--- src/rtl/plcil_pkg.sv ---
// shared types and constants of the instruction-list stack executor
package plcil_pkg;

  localparam int CMD_W     = 5;
  localparam int OPERAND_W = 16;
  localparam int VALUE_W   = 16;

  typedef enum logic [CMD_W-1:0] {
    CMD_LD   = 5'd0,
    CMD_LDN  = 5'd1,
    CMD_ST   = 5'd2,
    CMD_STN  = 5'd3,
    CMD_AND  = 5'd4,
    CMD_ANDN = 5'd5,
    CMD_OR   = 5'd6,
    CMD_ORN  = 5'd7,
    CMD_XOR  = 5'd8,
    CMD_XORN = 5'd9,
    CMD_ADD  = 5'd10,
    CMD_SUB  = 5'd11,
    CMD_MUL  = 5'd12,
    CMD_DIV  = 5'd13,
    CMD_GT   = 5'd14,
    CMD_LT   = 5'd15,
    CMD_GE   = 5'd16,
    CMD_LE   = 5'd17,
    CMD_S    = 5'd18,
    CMD_R    = 5'd19,
    CMD_SWP  = 5'd20,
    CMD_DUP  = 5'd21
  } cmd_t;

  typedef struct packed {
    logic start;
    logic is_div;
  } md_req_t;

  typedef struct packed {
    logic busy;
    logic done;
  } md_rsp_t;

endpackage

--- src/rtl/plcil_if.sv ---
// valid/ready channel interfaces for instructions and results
interface plcil_in_if;
  logic                              valid;
  logic                              ready;
  logic [plcil_pkg::CMD_W-1:0]       cmd;
  logic signed [plcil_pkg::OPERAND_W-1:0] operand;
  logic                              stack_form;

  modport source (output valid, cmd, operand, stack_form, input ready);
  modport sink (input valid, cmd, operand, stack_form, output ready);
endinterface

interface plcil_out_if #(parameter int DEPTH_W = 6);
  logic                                 valid;
  logic                                 ready;
  logic                                 write_enable;
  logic signed [plcil_pkg::VALUE_W-1:0] write_value;
  logic signed [plcil_pkg::VALUE_W-1:0] top_value;
  logic [DEPTH_W-1:0]                   depth;
  logic                                 underflow;
  logic                                 overflow;
  logic                                 divide_by_zero;

  modport source (output valid, write_enable, write_value, top_value, depth,
                  underflow, overflow, divide_by_zero, input ready);
  modport sink (input valid, write_enable, write_value, top_value, depth,
                underflow, overflow, divide_by_zero, output ready);
endinterface

--- src/rtl/plcil_ram.sv ---
// generic single-port-write ram with registered read
module plcil_ram #(
  parameter int WIDTH = 16,
  parameter int DEPTH = 32
) (
  input  logic                     clk,
  input  logic                     wr_en,
  input  logic [$clog2(DEPTH)-1:0] wr_addr,
  input  logic [WIDTH-1:0]         wr_data,
  input  logic [$clog2(DEPTH)-1:0] rd_addr,
  output logic [WIDTH-1:0]         rd_data
);
  logic [WIDTH-1:0] mem [DEPTH];

  always_ff @(posedge clk) begin
    if (wr_en) begin
      mem[wr_addr] <= wr_data;
    end
    rd_data <= mem[rd_addr];
  end
endmodule

--- src/rtl/plcil_muldiv.sv ---
// iterative shift-add multiplier and restoring divider, one bit per cycle
module plcil_muldiv #(
  parameter int DATA_WIDTH = 16
) (
  input  logic                         clk,
  input  logic                         rst,
  input  plcil_pkg::md_req_t           req,
  input  logic signed [DATA_WIDTH-1:0] a,
  input  logic signed [DATA_WIDTH-1:0] b,
  output plcil_pkg::md_rsp_t           rsp,
  output logic [DATA_WIDTH-1:0]        result
);
  localparam int CW = (DATA_WIDTH > 1) ? $clog2(DATA_WIDTH) : 1;

  logic                  busy;
  logic                  done;
  logic                  is_div;
  logic                  neg;
  logic [CW-1:0]         cnt;
  logic [DATA_WIDTH-1:0] acc;
  logic [DATA_WIDTH-1:0] x;
  logic [DATA_WIDTH-1:0] y;
  logic [DATA_WIDTH:0]   trial;
  logic [DATA_WIDTH-1:0] a_mag;
  logic [DATA_WIDTH-1:0] b_mag;

  assign a_mag = a[DATA_WIDTH-1] ? -a : a;
  assign b_mag = b[DATA_WIDTH-1] ? -b : b;
  assign trial = {acc, x[DATA_WIDTH-1]} - {1'b0, y};

  assign rsp.busy = busy;
  assign rsp.done = done;
  assign result   = is_div ? (neg ? -x : x) : acc;

  always_ff @(posedge clk) begin
    if (rst) begin
      busy <= 1'b0;
      done <= 1'b0;
    end else begin
      done <= 1'b0;
      if (req.start) begin
        busy   <= 1'b1;
        is_div <= req.is_div;
        cnt    <= CW'(DATA_WIDTH - 1);
        acc    <= '0;
        if (req.is_div) begin
          x   <= a_mag;
          y   <= b_mag;
          neg <= a[DATA_WIDTH-1] ^ b[DATA_WIDTH-1];
        end else begin
          x   <= a;
          y   <= b;
          neg <= 1'b0;
        end
      end else if (busy) begin
        if (is_div) begin
          if (!trial[DATA_WIDTH]) begin
            acc <= trial[DATA_WIDTH-1:0];
            x   <= {x[DATA_WIDTH-2:0], 1'b1};
          end else begin
            acc <= {acc[DATA_WIDTH-2:0], x[DATA_WIDTH-1]};
            x   <= {x[DATA_WIDTH-2:0], 1'b0};
          end
        end else begin
          if (y[0]) begin
            acc <= acc + x;
          end
          x <= {x[DATA_WIDTH-2:0], 1'b0};
          y <= {1'b0, y[DATA_WIDTH-1:1]};
        end
        if (cnt == '0) begin
          busy <= 1'b0;
          done <= 1'b1;
        end else begin
          cnt <= cnt - 1'b1;
        end
      end
    end
  end
endmodule

--- src/rtl/plc_il_stack_executor.sv ---
// top level of the instruction-list stack executor
// Usage:
//   in_ch carries one instruction per transaction (cmd, operand, stack_form);
//   out_ch returns exactly one result per instruction, in order.
//   ready on in_ch is high only while the sequencer is idle; one instruction
//   is worked at a time.
// Steps, accept to result valid:
//   most instructions go through execute, then commit to the stack ram;
//   SWP does the same, and its second ram write follows the result;
//   MUL and DIV by nonzero wait between execute and commit for the
//   one-bit-per-cycle shared multiply/divide unit.
// A new instruction is accepted only after the previous one leaves commit,
//   or for SWP after its second ram write.
// Stack entries live in a ram; the top entry is also held in a register, and
//   the entry below it is read ahead so both operands are ready in execute.
// Reset empties the stack (depth 0, top reads -1) and drops any result.
// A result waits in the output register while out_ch stalls; a following
//   instruction is accepted and holds in its commit step until the slot frees.
module plc_il_stack_executor #(
  parameter int STACK_DEPTH = 32,
  parameter int DATA_WIDTH  = 16
) (
  input logic          clk,
  input logic          rst,
  plcil_in_if.sink     in_ch,
  plcil_out_if.source  out_ch
);
  localparam int IW = $clog2(STACK_DEPTH);
  localparam int SW = $clog2(STACK_DEPTH + 1);

  typedef enum logic [2:0] {S_IDLE, S_EXEC, S_MD, S_COMMIT, S_SWP2} state_t;

  state_t                         state;
  logic [plcil_pkg::CMD_W-1:0]    cmd_q;
  logic signed [plcil_pkg::OPERAND_W-1:0] operand_q;
  logic                           sf_q;
  logic [SW-1:0]                  sp;
  logic signed [DATA_WIDTH-1:0]   top_q;
  logic signed [DATA_WIDTH-1:0]   second_q;
  logic signed [DATA_WIDTH-1:0]   res_q;
  logic [SW-1:0]                  sp_pop_q;
  logic                           push_q;
  logic                           pop_q;
  logic                           swp_q;
  logic                           uf_q;
  logic                           dz_q;
  logic                           we_q;
  logic signed [DATA_WIDTH-1:0]   wv_q;
  logic                           out_valid;
  plcil_pkg::md_req_t             md_req;
  plcil_pkg::md_rsp_t             md_rsp;
  logic [DATA_WIDTH-1:0]          md_result;

  logic [DATA_WIDTH-1:0]          rd_data;
  logic                           ram_we;
  logic [SW-1:0]                  ram_waddr_full;
  logic [DATA_WIDTH-1:0]          ram_wdata;
  logic [SW-1:0]                  sp_m1;
  logic [SW-1:0]                  sp_m2;

  logic                           sp_ge1;
  logic                           sp_ge2;
  logic signed [DATA_WIDTH-1:0]   opv;
  logic signed [DATA_WIDTH-1:0]   second;
  logic signed [DATA_WIDTH-1:0]   a_v;
  logic signed [DATA_WIDTH-1:0]   b_v;
  logic                           binary;
  logic                           two_pop;
  logic signed [DATA_WIDTH-1:0]   r_v;
  logic                           slot_free;
  logic                           push_ok;
  logic [SW-1:0]                  sp_new;
  logic signed [DATA_WIDTH-1:0]   top_new;

  assign sp_m1  = sp - 1'b1;
  assign sp_m2  = sp - SW'(2);
  assign sp_ge1 = (sp != '0);
  assign sp_ge2 = (sp > SW'(1));
  assign opv    = DATA_WIDTH'(operand_q);
  assign second = sp_ge2 ? signed'(rd_data) : '1;
  assign a_v    = sp_ge1 ? top_q : '1;

  always_comb begin
    binary = 1'b0;
    case (cmd_q)
      plcil_pkg::CMD_AND, plcil_pkg::CMD_OR, plcil_pkg::CMD_XOR,
      plcil_pkg::CMD_XORN, plcil_pkg::CMD_ADD, plcil_pkg::CMD_SUB,
      plcil_pkg::CMD_MUL, plcil_pkg::CMD_DIV, plcil_pkg::CMD_GT,
      plcil_pkg::CMD_LT, plcil_pkg::CMD_GE, plcil_pkg::CMD_LE: binary = 1'b1;
      default: binary = 1'b0;
    endcase
  end

  assign two_pop = binary && sf_q;
  assign b_v     = two_pop ? second : opv;

  always_comb begin
    case (cmd_q)
      plcil_pkg::CMD_AND:  r_v = DATA_WIDTH'(a_v != '0 && b_v != '0);
      plcil_pkg::CMD_OR:   r_v = DATA_WIDTH'(a_v != '0 || b_v != '0);
      plcil_pkg::CMD_XOR:  r_v = DATA_WIDTH'(a_v != b_v);
      plcil_pkg::CMD_XORN: r_v = DATA_WIDTH'(a_v == b_v);
      plcil_pkg::CMD_ADD:  r_v = a_v + b_v;
      plcil_pkg::CMD_SUB:  r_v = a_v - b_v;
      plcil_pkg::CMD_GT:   r_v = DATA_WIDTH'(a_v > b_v);
      plcil_pkg::CMD_LT:   r_v = DATA_WIDTH'(a_v < b_v);
      plcil_pkg::CMD_GE:   r_v = DATA_WIDTH'(a_v >= b_v);
      plcil_pkg::CMD_LE:   r_v = DATA_WIDTH'(a_v <= b_v);
      plcil_pkg::CMD_ANDN: r_v = DATA_WIDTH'(a_v != '0 && opv == '0);
      plcil_pkg::CMD_ORN:  r_v = DATA_WIDTH'(a_v != '0 || opv == '0);
      plcil_pkg::CMD_LD:   r_v = opv;
      plcil_pkg::CMD_LDN:  r_v = DATA_WIDTH'(opv == '0);
      plcil_pkg::CMD_DUP:  r_v = top_q;
      plcil_pkg::CMD_SWP:  r_v = top_q;
      default:             r_v = '0;
    endcase
  end

  assign slot_free = !out_valid || out_ch.ready;
  assign push_ok   = push_q && (sp_pop_q != SW'(STACK_DEPTH));
  assign sp_new    = push_ok ? sp_pop_q + 1'b1 : sp_pop_q;
  assign top_new   = swp_q ? second_q : (push_ok ? res_q : (pop_q ? second_q : top_q));

  always_comb begin
    ram_we         = 1'b0;
    ram_waddr_full = sp_pop_q;
    ram_wdata      = res_q;
    if (state == S_COMMIT && slot_free && (push_ok || swp_q)) begin
      ram_we = 1'b1;
      if (swp_q) begin
        ram_waddr_full = sp_m1;
        ram_wdata      = second_q;
      end
    end else if (state == S_SWP2) begin
      ram_we         = 1'b1;
      ram_waddr_full = sp_m2;
    end
  end

  plcil_ram #(.WIDTH(DATA_WIDTH), .DEPTH(STACK_DEPTH)) u_ram (
    .clk     (clk),
    .wr_en   (ram_we),
    .wr_addr (ram_waddr_full[IW-1:0]),
    .wr_data (ram_wdata),
    .rd_addr (sp_m2[IW-1:0]),
    .rd_data (rd_data)
  );

  plcil_muldiv #(.DATA_WIDTH(DATA_WIDTH)) u_muldiv (
    .clk    (clk),
    .rst    (rst),
    .req    (md_req),
    .a      (a_v),
    .b      (b_v),
    .rsp    (md_rsp),
    .result (md_result)
  );

  assign in_ch.ready  = (state == S_IDLE);
  assign out_ch.valid = out_valid;

  always_ff @(posedge clk) begin
    if (rst) begin
      state        <= S_IDLE;
      sp           <= '0;
      out_valid    <= 1'b0;
      md_req.start <= 1'b0;
    end else begin
      md_req.start <= 1'b0;
      if (out_valid && out_ch.ready) begin
        out_valid <= 1'b0;
      end
      case (state)
        S_IDLE: begin
          if (in_ch.valid) begin
            cmd_q     <= in_ch.cmd;
            operand_q <= in_ch.operand;
            sf_q      <= in_ch.stack_form;
            state     <= S_EXEC;
          end
        end
        S_EXEC: begin
          second_q <= second;
          res_q    <= r_v;
          dz_q     <= 1'b0;
          we_q     <= 1'b0;
          wv_q     <= '0;
          push_q   <= 1'b0;
          pop_q    <= 1'b0;
          swp_q    <= 1'b0;
          uf_q     <= 1'b0;
          sp_pop_q <= sp;
          state    <= S_COMMIT;
          if (binary) begin
            push_q <= 1'b1;
            pop_q  <= 1'b1;
            if (two_pop) begin
              uf_q     <= !sp_ge2;
              sp_pop_q <= sp_ge2 ? sp_m2 : '0;
            end else begin
              uf_q     <= !sp_ge1;
              sp_pop_q <= sp_ge1 ? sp_m1 : '0;
            end
            if (cmd_q == plcil_pkg::CMD_MUL ||
                (cmd_q == plcil_pkg::CMD_DIV && b_v != '0)) begin
              md_req.start  <= 1'b1;
              md_req.is_div <= (cmd_q == plcil_pkg::CMD_DIV);
              state         <= S_MD;
            end else if (cmd_q == plcil_pkg::CMD_DIV) begin
              dz_q  <= 1'b1;
              res_q <= '0;
            end
          end else begin
            case (cmd_q)
              plcil_pkg::CMD_LD, plcil_pkg::CMD_LDN: push_q <= 1'b1;
              plcil_pkg::CMD_ANDN, plcil_pkg::CMD_ORN: begin
                push_q   <= 1'b1;
                pop_q    <= 1'b1;
                uf_q     <= !sp_ge1;
                sp_pop_q <= sp_ge1 ? sp_m1 : '0;
              end
              plcil_pkg::CMD_ST, plcil_pkg::CMD_STN,
              plcil_pkg::CMD_S, plcil_pkg::CMD_R: begin
                pop_q    <= 1'b1;
                uf_q     <= !sp_ge1;
                sp_pop_q <= sp_ge1 ? sp_m1 : '0;
                if (cmd_q == plcil_pkg::CMD_ST) begin
                  we_q <= 1'b1;
                  wv_q <= a_v;
                end else if (cmd_q == plcil_pkg::CMD_STN) begin
                  we_q <= 1'b1;
                  wv_q <= DATA_WIDTH'(a_v == '0);
                end else begin
                  we_q <= (a_v != '0);
                  wv_q <= (a_v != '0 && cmd_q == plcil_pkg::CMD_S) ? DATA_WIDTH'(1) : '0;
                end
              end
              plcil_pkg::CMD_SWP: swp_q  <= sp_ge2;
              plcil_pkg::CMD_DUP: push_q <= sp_ge1;
              default: push_q <= 1'b0;
            endcase
          end
        end
        S_MD: begin
          if (md_rsp.done) begin
            res_q <= signed'(md_result);
            state <= S_COMMIT;
          end
        end
        S_COMMIT: begin
          if (slot_free) begin
            sp                    <= sp_new;
            top_q                 <= top_new;
            out_valid             <= 1'b1;
            out_ch.write_enable   <= we_q;
            out_ch.write_value    <= plcil_pkg::VALUE_W'(wv_q);
            out_ch.top_value      <= (sp_new != '0) ? plcil_pkg::VALUE_W'(top_new) : '1;
            out_ch.depth          <= sp_new;
            out_ch.underflow      <= uf_q;
            out_ch.overflow       <= push_q && !push_ok;
            out_ch.divide_by_zero <= dz_q;
            state                 <= swp_q ? S_SWP2 : S_IDLE;
          end
        end
        S_SWP2: state <= S_IDLE;
        default: state <= S_IDLE;
      endcase
    end
  end

`ifndef SYNTHESIS
  a_depth_range: assert property (@(posedge clk) disable iff (rst)
    out_ch.valid |-> out_ch.depth <= SW'(STACK_DEPTH))
    else $error("result depth beyond stack size");
  a_empty_top: assert property (@(posedge clk) disable iff (rst)
    out_ch.valid && out_ch.depth == '0 |-> out_ch.top_value == '1)
    else $error("empty stack must report top of -1");
  a_busy_after_accept: assert property (@(posedge clk) disable iff (rst)
    in_ch.valid && in_ch.ready |=> !in_ch.ready)
    else $error("accepted a transaction while executing");
  a_dz_flags: assert property (@(posedge clk) disable iff (rst)
    out_ch.valid && out_ch.divide_by_zero |-> !out_ch.write_enable && !out_ch.overflow)
    else $error("divide by zero with write or overflow");
`endif
endmodule
--- src/flat_wrapper.sv ---
// flat-port wrapper written by rule: the top's interface ports become plain ports
module plc_il_stack_executor_flat 
#(
  parameter int STACK_DEPTH = 32,
  parameter int DATA_WIDTH  = 16
)
  (clk, rst, in_ch_valid, in_ch_cmd, in_ch_operand, in_ch_stack_form, in_ch_ready, out_ch_valid, out_ch_write_enable, out_ch_write_value, out_ch_top_value, out_ch_depth, out_ch_underflow, out_ch_overflow, out_ch_divide_by_zero, out_ch_ready);
  plcil_in_if in_ch_i ();
  plcil_out_if out_ch_i ();
  input logic clk;
  input logic rst;
  input wire logic [$bits(in_ch_i.valid)-1:0] in_ch_valid;
  input wire logic [$bits(in_ch_i.cmd)-1:0] in_ch_cmd;
  input wire logic [$bits(in_ch_i.operand)-1:0] in_ch_operand;
  input wire logic [$bits(in_ch_i.stack_form)-1:0] in_ch_stack_form;
  output wire logic [$bits(in_ch_i.ready)-1:0] in_ch_ready;
  output wire logic [$bits(out_ch_i.valid)-1:0] out_ch_valid;
  output wire logic [$bits(out_ch_i.write_enable)-1:0] out_ch_write_enable;
  output wire logic [$bits(out_ch_i.write_value)-1:0] out_ch_write_value;
  output wire logic [$bits(out_ch_i.top_value)-1:0] out_ch_top_value;
  output wire logic [$bits(out_ch_i.depth)-1:0] out_ch_depth;
  output wire logic [$bits(out_ch_i.underflow)-1:0] out_ch_underflow;
  output wire logic [$bits(out_ch_i.overflow)-1:0] out_ch_overflow;
  output wire logic [$bits(out_ch_i.divide_by_zero)-1:0] out_ch_divide_by_zero;
  input wire logic [$bits(out_ch_i.ready)-1:0] out_ch_ready;
  assign in_ch_i.valid = in_ch_valid;
  assign in_ch_i.cmd = in_ch_cmd;
  assign in_ch_i.operand = in_ch_operand;
  assign in_ch_i.stack_form = in_ch_stack_form;
  assign in_ch_ready = in_ch_i.ready;
  assign out_ch_valid = out_ch_i.valid;
  assign out_ch_write_enable = out_ch_i.write_enable;
  assign out_ch_write_value = out_ch_i.write_value;
  assign out_ch_top_value = out_ch_i.top_value;
  assign out_ch_depth = out_ch_i.depth;
  assign out_ch_underflow = out_ch_i.underflow;
  assign out_ch_overflow = out_ch_i.overflow;
  assign out_ch_divide_by_zero = out_ch_i.divide_by_zero;
  assign out_ch_i.ready = out_ch_ready;
  plc_il_stack_executor #(.STACK_DEPTH(STACK_DEPTH), .DATA_WIDTH(DATA_WIDTH)) u_core (.clk(clk), .rst(rst), .in_ch(in_ch_i), .out_ch(out_ch_i));
endmodule
--- config.mk ---
export PLATFORM = sky130hd
export DESIGN_NAME = plc_il_stack_executor_flat
export DESIGN_NICKNAME = d
export VERILOG_FILES = /design/src/rtl/plcil_pkg.sv /design/src/rtl/plcil_if.sv /design/src/rtl/plcil_ram.sv /design/src/rtl/plcil_muldiv.sv /design/src/rtl/plc_il_stack_executor.sv /design/src/flat_wrapper.sv
export SDC_FILE = /design/constraint.sdc
export NUM_CORES = 1
export LEC_CHECK = 0
export ABC_AREA = 1
export BUFFER_PORTS_ARGS = -buffer_cell sky130_fd_sc_hd__buf_2
export CORE_ASPECT_RATIO = 1.75
export CORE_UTILIZATION = 34
export CTS_CLUSTER_DIAMETER = 120
export CTS_CLUSTER_SIZE = 12
export DETAILED_ROUTE_END_ITERATION = 12
export SLEW_MARGIN = 30
export SYNTH_ARGS = -nofsm -noshare
export SYNTH_HDL_FRONTEND = slang
export SYNTH_SLANG_ARGS = --single-unit
--- constraint.sdc ---
create_clock -name clk -period 4.04 [get_ports clk]
set_input_delay 0.606 -clock clk [delete_from_list [all_inputs] [get_ports clk]]
set_output_delay 0.606 -clock clk [all_outputs]
set_load 0.01 [all_outputs]
==> results.toml <==
[min_path]
hold_class = "in -> reg"
hold_depth = 1
hold_end = "u_core.operand_q[2]"
hp-start = "in_ch_operand[2]"

[timing]
max_freq_ghz = 0.262
fin_crit_sh_pct = 94.6
period_needed_ns = 3.82
fin_skew_ns = 0.0459
finalHoldViolCount = 0
max_slew_margin_pct = 34.7
setup_viol = 0
timing.final.ws_setup_ns = 0.219
finalMaxSlewViolations = 0
rsz0062_at_grt = "false"
worst_slew_pin_slew_ns = 0.971

[worst_setup_path]
critPathRequiredTime_ns = 4.39
r2r_slack_ns = 0.22
worstPathArrival_ns = 4.17
crit_path_end_kind = "flip-flop"
cp-start-kind = "flip-flop"
r2r_start = "u_core.sp[1]"
crit_type = "reg -> reg"
r2r_cells = 10
r2r_end = "u_core.u_ram.mem[15][8]"
cp_max_fo = 70

[synth]
syn-instance-count = 3168
synth.cell_area_mm2 = 0.0344
yosys.cell_types.count = 64
synth_nets = 3270
synth_area_leaders = "edfxtp_1 62%, o21ai_0 5.9%, nor2_1 5.2%, nand2_1 3.6%, o221ai_1 2.8%"
synthFlopType = "edfxtp_1"
async_flop_share_pct = 0
yosysWarnings = 0
synth_top_area_share_pct = 61.7
synth.ff_latch_count = 737
avgSynthCellArea_um2 = 10.9
synth_edf_count = 707
synth_largest_area_cell = "edfxtp_1"
yosys-top-cells-count = "707 x edfxtp_1, 479 x nor2_1, 405 x o21ai_0"
ys_seq_area_share_pct = 63.5
synth_most_common_cell = "edfxtp_1"

[finish]
syn_to_final_growth_pct = 13.5
fillers = 9604
final_nets = 3394
multi_input_area_mm2 = 0.0111
seq_area_mm2 = 0.0218
drive_gt1_share_pct = 11.9
antenna_cells = 0

[power]
switching_power_uw = 6900
ir_worst_vdd_mv = 0.294
clock_power_share_pct = 29.7
p_leak_uw = 0.0140
p_seq_share_pct = 44.0
combPwrFrac_pct = 26.3
switching_share_pct = 33.4
intPower_uw = 13700
power_density_mw_per_mm2 = 528
total_power_uw = 20600

[placed_design]
port_buffers = 69
hpwl_mm = 74.6
gp_congestion = 1.01
dp_slack_ns = -0.0140

[clock_network]
insertion_delay_ns = 0.68
numCtsBuffers = 71
cts_max_level = 3
clk_path_buf_depth = 3
cts_tree = "yes"
clockRootBuffer = "clkbuf_16"
cts_sinks = 737
path_clk_slew_ns = 0.07

[grt]
overflow = 0
grt_use_total_pct = 21.0
grt_pass1_wl_mm = 159
grt_pass1_vias = 24763
grt_max_degree = 207
grt_antenna_before_repair = 3

[drt]
ant_nets = 0
drc = 0
vias = 25099
first_pass_iters = 5
wirelength_mm = 109
wl_per_cell_um = 23.4
via_per_inst = 5.40
drtIter0Drc = 2111

[floorplanning]
core_area_mm2 = 0.100
io_pins = 70
initial_core_util_pct = 34.3
die_area_mm2 = 0.103
std_cell_rows = 154
die_width_um = 242
die_h_um = 423

[run]
drv_cap = 0

[status]
status = "finished clean"
timing repair:
| item | 4_1_cts | 5_1_grt |
|---|---|---|
| gates cloned | 0 | 0 |
| hold buffers | 0 | 0 |
| pin swaps | 1 | 0 |
| setup buffers | 2 | 0 |
| resized for setup | 0 | 4 |
| setup endpoints to repair | 1 | 2 |
final cells by class:
class	count	share of cell area (%)
clock buffers	96	4.79
well taps	1326	4.25
inverters	233	2.26
repair buffers	216	4.03
clock inverters	7	0.263
flip-flops and latches	737	55.9
multi-input cells	2033	28.5
cells in the final DEF (no fill, tap or decap), types with 10 or more instances in the layout:
master,synthesis,routed
clkbuf_16,0,71
o21ai_0,405,402
nor3_1,27,26
or2_2,13,13
or2_1,11,11
clkbuf_1,139,25
o221ai_1,109,109
o211ai_1,28,28
nand2_1,333,333
nand4_1,10,10
o21ai_2,14,15
a21oi_1,140,140
xor2_1,50,50
o22ai_1,47,47
nor2_2,9,21
a31oi_1,47,47
inv_1,219,218
buf_4,2,137
edfxtp_1,707,707
nand3_1,108,108
o21ai_1,25,26
ha_1,72,70
nor2_1,479,462
dfxtp_1,30,28
buf_2,16,69
per-layer routing:
layer	track usage (%)	share of wire (%)	routed length, um
met5	0	0	0
met4	15.2	7.7	8410
met3	2.36	4.3	4710
met2	37.8	52	56600
met1	22.8	36	39200
kinds of logic (layout without fill, tap and decap cells):
kind of cell	after synthesis	count (layout)	share of synthesized area, %
xor+xnor	58	58	1.48
compound gates	866	866	15.0
simple gates	1033	1033	12.7
buf+inv	398	552	4.52
fa+ha+maj	76	76	2.85
flops	737	737	63.5
registers in the layout (all words and copies together), names as in the netlist, 2 cells and up:
| signal | cells |
|---|---|
| u_core.out_ch.depth | 6 |
| u_core.operand_q | 16 |
| u_core.sp_pop_q | 6 |
| u_core.u_muldiv.y | 16 |
| u_core.u_ram.mem | 512 |
| u_core.md_req | 2 |
| u_core.out_ch.write_value | 16 |
| u_core.u_muldiv.cnt | 4 |
| u_core.sp | 6 |
| u_core.u_muldiv.x | 16 |
| u_core.u_ram.rd_data | 16 |
| u_core.wv_q | 16 |
| u_core.cmd_q | 5 |
| u_core.res_q | 16 |
| u_core.u_muldiv.acc | 16 |
| u_core.second_q | 16 |
| u_core.state | 3 |
| u_core.out_ch.top_value | 16 |
| u_core.top_q | 16 |
metrics by stage:
step / util [%] / cells / area, um2 / setup TNS (ns) / hold WS, ns
2_1_floorplan: - / 3168 / 34400 / 0 / 0.400
3_3_place_gp: 36.8 / 4541 / 37000 / 0 / 0.400
3_5_place_dp: 36.9 / 4542 / 37000 / -0.0140 / 0.405
4_1_cts: 38.8 / 4647 / 39000 / 0 / 0.0647
5_1_grt: 38.9 / 4648 / 39000 / 0 / 0.105
6_report: 38.9 / 4648 / 39000 / 0 / 0.106
power by group through the flow:
stage               registers [uW]  clock network [uW]  logic [uW]
finish                        9070                6120        5430
CTS                           9070                6240        5400
floorplan                     9180                   0        3010
global placement              9230                   0        5350
global route                  9090                6490        5820
detailed placement            9230                   0        5350
worst max-delay path: stages, from the launching register on:
cell and delay, ns:
dfxtp_4 0.36, buf_4 0.60, o21ai_0 0.22, nand2_1 0.14, clkinv_1 0.47, o211ai_1 0.34
o21ai_0 0.37, nor2_1 0.25, nand2_1 0.13, nor2_1 0.39, buf_12 0.22
worst max path at each step:
stage / startpoint / endpoint / slack (ns) / depth (start not counted)
2_1_floorplan: u_core.sp[0] / u_core.res_q[14] / 0.02 / 24
3_5_place_dp: u_core.sp[0] / u_core.res_q[14] / -0.01 / 22
3_3_place_gp: u_core.sp[0] / u_core.res_q[0] / 0.007 / 25
6_report: u_core.sp[1] / u_core.u_ram.mem[15][8] / 0.22 / 10
4_1_cts: u_core.sp[3] / u_core.res_q[0] / 0.08 / 24
5_1_grt: u_core.sp[1] / u_core.u_ram.mem[15][9] / 0.004 / 10
(Power assumes the default switching activity.)
